$ cat config.mk
export PLATFORM = sky130hd
export DESIGN_NAME = dsu_ram
export DESIGN_NICKNAME = d
export VERILOG_FILES = /design/src/rtl/core/dsu_ram.sv
export SDC_FILE = /design/constraint.sdc
export NUM_CORES = 2
export LEC_CHECK = 0
export BUFFER_PORTS_ARGS = -buffer_cell sky130_fd_sc_hd__buf_2
export CAP_MARGIN = 20
export CORE_MARGIN = 2
export CORE_UTILIZATION = 45
export CTS_CLUSTER_DIAMETER = 40
export DETAILED_ROUTE_END_ITERATION = 10
export PLACE_DENSITY = 0.68
export SKIP_CTS_REPAIR_TIMING = 1
export SLEW_MARGIN = 20
export SYNTH_ARGS = -nofsm -noshare
export SYNTH_HDL_FRONTEND = slang
export SYNTH_SLANG_ARGS = --single-unit
$ cat constraint.sdc
create_clock -name clk_i -period 2.88 [get_ports clk_i]
set_input_delay 0.432 -clock clk_i [delete_from_list [all_inputs] [get_ports clk_i]]
set_output_delay 0.432 -clock clk_i [all_outputs]
set_load 0.02 [all_outputs]
$ cat src/rtl/core/dsu_ram.sv
// Generic simple dual-port RAM: one write port, one read port with registered read data.
// No dependencies.
module dsu_ram #(
  parameter int unsigned WIDTH = 8,
  parameter int unsigned DEPTH = 256
) (
  input  logic                     clk_i,
  input  logic                     we_i,
  input  logic [$clog2(DEPTH)-1:0] waddr_i,
  input  logic [WIDTH-1:0]         wdata_i,
  input  logic [$clog2(DEPTH)-1:0] raddr_i,
  output logic [WIDTH-1:0]         rdata_o
);

  logic [WIDTH-1:0] mem_q [DEPTH];
  logic [WIDTH-1:0] rdata_q;

  always_ff @(posedge clk_i) begin
    if (we_i) begin
      mem_q[waddr_i] <= wdata_i;
    end
    rdata_q <= mem_q[raddr_i];
  end

  assign rdata_o = rdata_q;

endmodule
After elaboration in Yosys (flattened, before gate mapping)
Memory sizes are Yosys's and may differ from the RTL's. A register that Yosys moved wholly into a read port is not among the register bits.
Index checks and enable logic that the tools add are counted.
- multiplexer cells: 2
- operators with widths (operator ; count):
    1-bit 2-to-1 mux ; 2
- register bits: 0
- RAM bits: 2048
- input port bits: 26
- word-level logic and storage cells: 3
- memories: 1
- memories (memory ; depth ; width ; rd ports ; clocked after Yosys merged registers in ; write ports ; line ; source):
    mem_q ; 256 ; 8 ; 1 ; 1 ; 1 ; 15 ; logic [WIDTH-1:0] mem_q [DEPTH];

Longest topological paths before layout
- depth after elaboration: 2
- depth in mapped cells: 11

Worst setup path before layout
OpenSTA, ideal clock, no wires.
- path type: input-to-reg
- from: input port raddr_i[0]
- to: register rdata_q[2], in the netlist rdata_o[2], read port of mem_q
- library setup time: 0.131 ns
- arrival: 2.239 ns
- path slack: 0.510 ns
- cell stages on the path: 9
- path buffers: 4
- cell sequence: buf_6 buf_12 buf_8 buf_2 mux4_2 a22oi_1 a21oi_1 nor4_1 nor4_2
- RTL lines (element ; line ; source):
    start: declaration ; 11 ; input logic [$clog2(DEPTH)-1:0] raddr_i,
    end: declaration ; 16 ; logic [WIDTH-1:0] rdata_q;

==> flow_summary_export.csv <==
group,metric,value,unit
yosys,avgSynthCellArea,21.3,um2
yosys,postSynth.topFlopCell,"edfxtp_1",
timing,hold_viol,0,
grt,grt_max_degree,97,
yosys,synth_warnings,0,
pwr,leakagePower,30.7,nW
clock_network,insertion_delay,0.87,ns
layout,layout_commonest_cell,"edfxtp_1",
grt,grt_overflow,0,
timing,tightest_slew,0.975,ns
setup_path,cp_data_arrival_time,3.48,ns
route,final_antenna_net_count,0,
yosys,synth.area.top_cells,"edfxtp_1 77%, mux4_2 13%, mux2i_1 1.7%",
worst_hold_path,hp-class,"primary input to flop",
yosys,synth_top_area_frac,0.773,
worst_hold_path,hp-start,"wdata_i[7]",
setup_path,endpoint_kind,"flop",
yosys,syn-num-nets,3759,
clock_network,cts_buffers,241,
timing,setup_viol,0,
timing,timing.final.crit_share,0.959,
job,drv_cap,0,
yosys,synth_area,79600,um2
placement,dpl.hpwl,127000,um
setup_path,critical_path_class,"flop to flop",
timing,fmax,0.362,GHz
setup_path,critPathRequiredTime,3.60,ns
grt,grt_pass1_wl,290000,um
yosys,synth_compound_area_frac,0.0342,
placement,dpl_cell_area,86700,um2
layout,layout_common_cells,"2048 x edfxtp_1, 516 x buf_4, 454 x mux4_2, 279 x nor2_1, 241 x clkbuf_16",
clock_network,cts_max_level,4,
yosys,synth-async-reset-ratio,0,
layout,fin_cells,6918,
route,route.vias.total,41300,
yosys,postSynthCellCount,3733,
pwr,p_per_area,703,nW/um2
grt,track_usage,0.222,
route,routed_via_density,5.97,
layout,area_growth,19.1,%
worst_hold_path,hold_path_depth,1,
setup_path,r2r_end,"rdata_o[4]",
yosys,post_synth_and_or_nand_nor_area_fraction,0.0263,
setup_path,worstReg2RegStart,"mem_q[135][4]",
placement,gp_congestion,0.880,
grt,grt_pass1_vias,41200,
floorplanning,initial_core_util,0.452,
yosys,synth_top_family_by_area,"multiplexers",
setup_path,ff2ff_setup_slack,0.12,ns
placement,dp_cells,6460,
route,drc,0,
floorplanning,core_area,176000,um2
route,drtIter0Drc,5367,
route,wl,199000,um
pwr,vdd_drop_max,0.652,mV
yosys,synth-adder-area-share,0,
worst_hold_path,hold_end,"mem_q[253][7]",
floorplanning,die_y,424,um
yosys,synth-xor-area-share,0,
placement,io_buffers,33,
yosys,synth-edff-count,2048,
floorplanning,die-area,180000,um2
clock_network,path_clk_slew,0.06,ns
timing,slew_headroom,0.345,
yosys,muxShareOfSynthArea,0.146,
route,wire_per_inst,28.8,um
layout,fin_area,94800,um2
yosys,ys_seq_elements,2056,
setup_path,worstPathMaxFanout,1,
run_status,outcome,"finished clean",
timing,rsz0062_at_grt,"no",
yosys,ys_seq_area_frac,0.775,
floorplanning,io_pins,34,
clock_network,clk_path_buf_depth,3,
timing,layout_min_cycle_time,2.76,ns
route,drtPass1Iterations,7,
timing,finalMaxSlewViolations,0,
clock_network,cts_tree,"built",
grt,antenna_found_initial,12,
clock_network,cts_root_buffer,"clkbuf_16",
yosys,synth_cell_type_count,55,
layout,postLayoutCoreUtil,0.539,
setup_path,reg2regPathDepth,7,
floorplanning,row_count,154,
clock_network,cts_sinks,2056,
setup_path,critPathLaunchType,"flop",
yosys,yosys.area.top_type,"edfxtp_1",
layout,final_nets,4390,
layout,drive_above_1_share,0.326,
timing,skew,0.0620,ns
floorplanning,die_w,424,um
## metal layers
metal / global-route usage / share of wire
met1: 0.314 / 0.40
met2: 0.343 / 0.47
met3: 0.0477 / 0.096
met4: 0.0799 / 0.035
met5: 0 / 0.00010
## critical path, stage by stage, from the launching register on
cell and delay (ns):
edfxtp_1 0.36, mux4_2 0.49, mux4_2 0.53, nor2_1 0.13, a2111oi_1 0.09, buf_4 0.16
nor3_1 0.74, nor4_1 0.12
## flip-flops by register name (all words and copies together) (netlist names)
register / flops
rdata_o: 8
mem_q: 2048
## Yosys cell counts (6+ instances only)
cell type / instances
a22o_1: 8
and2_1: 6
nand3_1: 34
buf_8: 13
a221oi_1: 13
edfxtp_1: 2048
buf_2: 31
buf_12: 8
nor3_1: 22
buf_4: 27
buf_6: 21
nor2_1: 282
a22oi_1: 133
a21oi_1: 96
nor4_1: 24
nand2_1: 33
o211ai_1: 10
nand4_1: 10
o22ai_1: 28
clkbuf_1: 111
o221ai_1: 46
dfxtp_1: 8
mux2i_1: 134
mux4_2: 454
a211oi_1: 16
nor2b_1: 31
buf_1: 22
o21ai_0: 10
nand2b_1: 8
## layout make-up
| type | instances | area, um2 |
|---|---|---|
| sequential | 2056 | 61700 |
| tap | 2340 | 2930 |
| multi-input combinational | 1442 | 16500 |
| clock inverter | 183 | 1960 |
| antenna | 5 | 12.5 |
| inverter | 2 | 7.51 |
| clock buffer | 269 | 6150 |
| timing repair buffer | 621 | 5590 |
| fill | 13100 | 81100 |
## worst max path at each step
| stage | endpoint | cells after the start | slack, ns | start |
|---|---|---|---|---|
| 5_1_grt | rdata_o[4] | 7 | 0.05 | mem_q[132][4] |
| 2_1_floorplan | rdata_o[2] | 9 | 0.51 | raddr_i[0] |
| 4_1_cts | rdata_o[4] | 7 | 0.07 | mem_q[135][4] |
| 3_5_place_dp | rdata_o[0] | 9 | -0.62 | raddr_i[0] |
| 3_3_place_gp | rdata_o[0] | 9 | -0.64 | raddr_i[0] |
| 6_report | rdata_o[4] | 7 | 0.12 | mem_q[135][4] |
## power by group
part | leakage (nW) | internal [mW] | total (mW) | switching [mW]
clock | 3.90 | 17.6 | 30.2 | 12.7
sequential | 18.5 | 33.0 | 33.0 | 0.0493
combinational | 8.29 | 1.30 | 3.35 | 2.05
## through the flow
step	hold WS [ns]	setup WS [ns]	setup TNS (ns)	power, mW
final	0.0488	0.119	0	66.6
after global routing	0.0366	0.0456	0	68.3
after CTS	-0.143	0.0691	0	67.0
after detailed placement	0.804	-0.621	-3.34	37.0
after global placement	0.803	-0.644	-3.19	37.0
after floorplan	0.531	0.510	0	35.3
## cell families (layout without fill, tap and decap cells)
| kind of cell | count (synthesis) | count (layout) |
|---|---|---|
| flops | 2056 | 2056 |
| mux | 591 | 591 |
| simple gates | 466 | 466 |
| compound gates | 385 | 385 |
| buf+inv | 235 | 1075 |
| other cells | 0 | 5 |
Power figures use the tool's default switching activity.
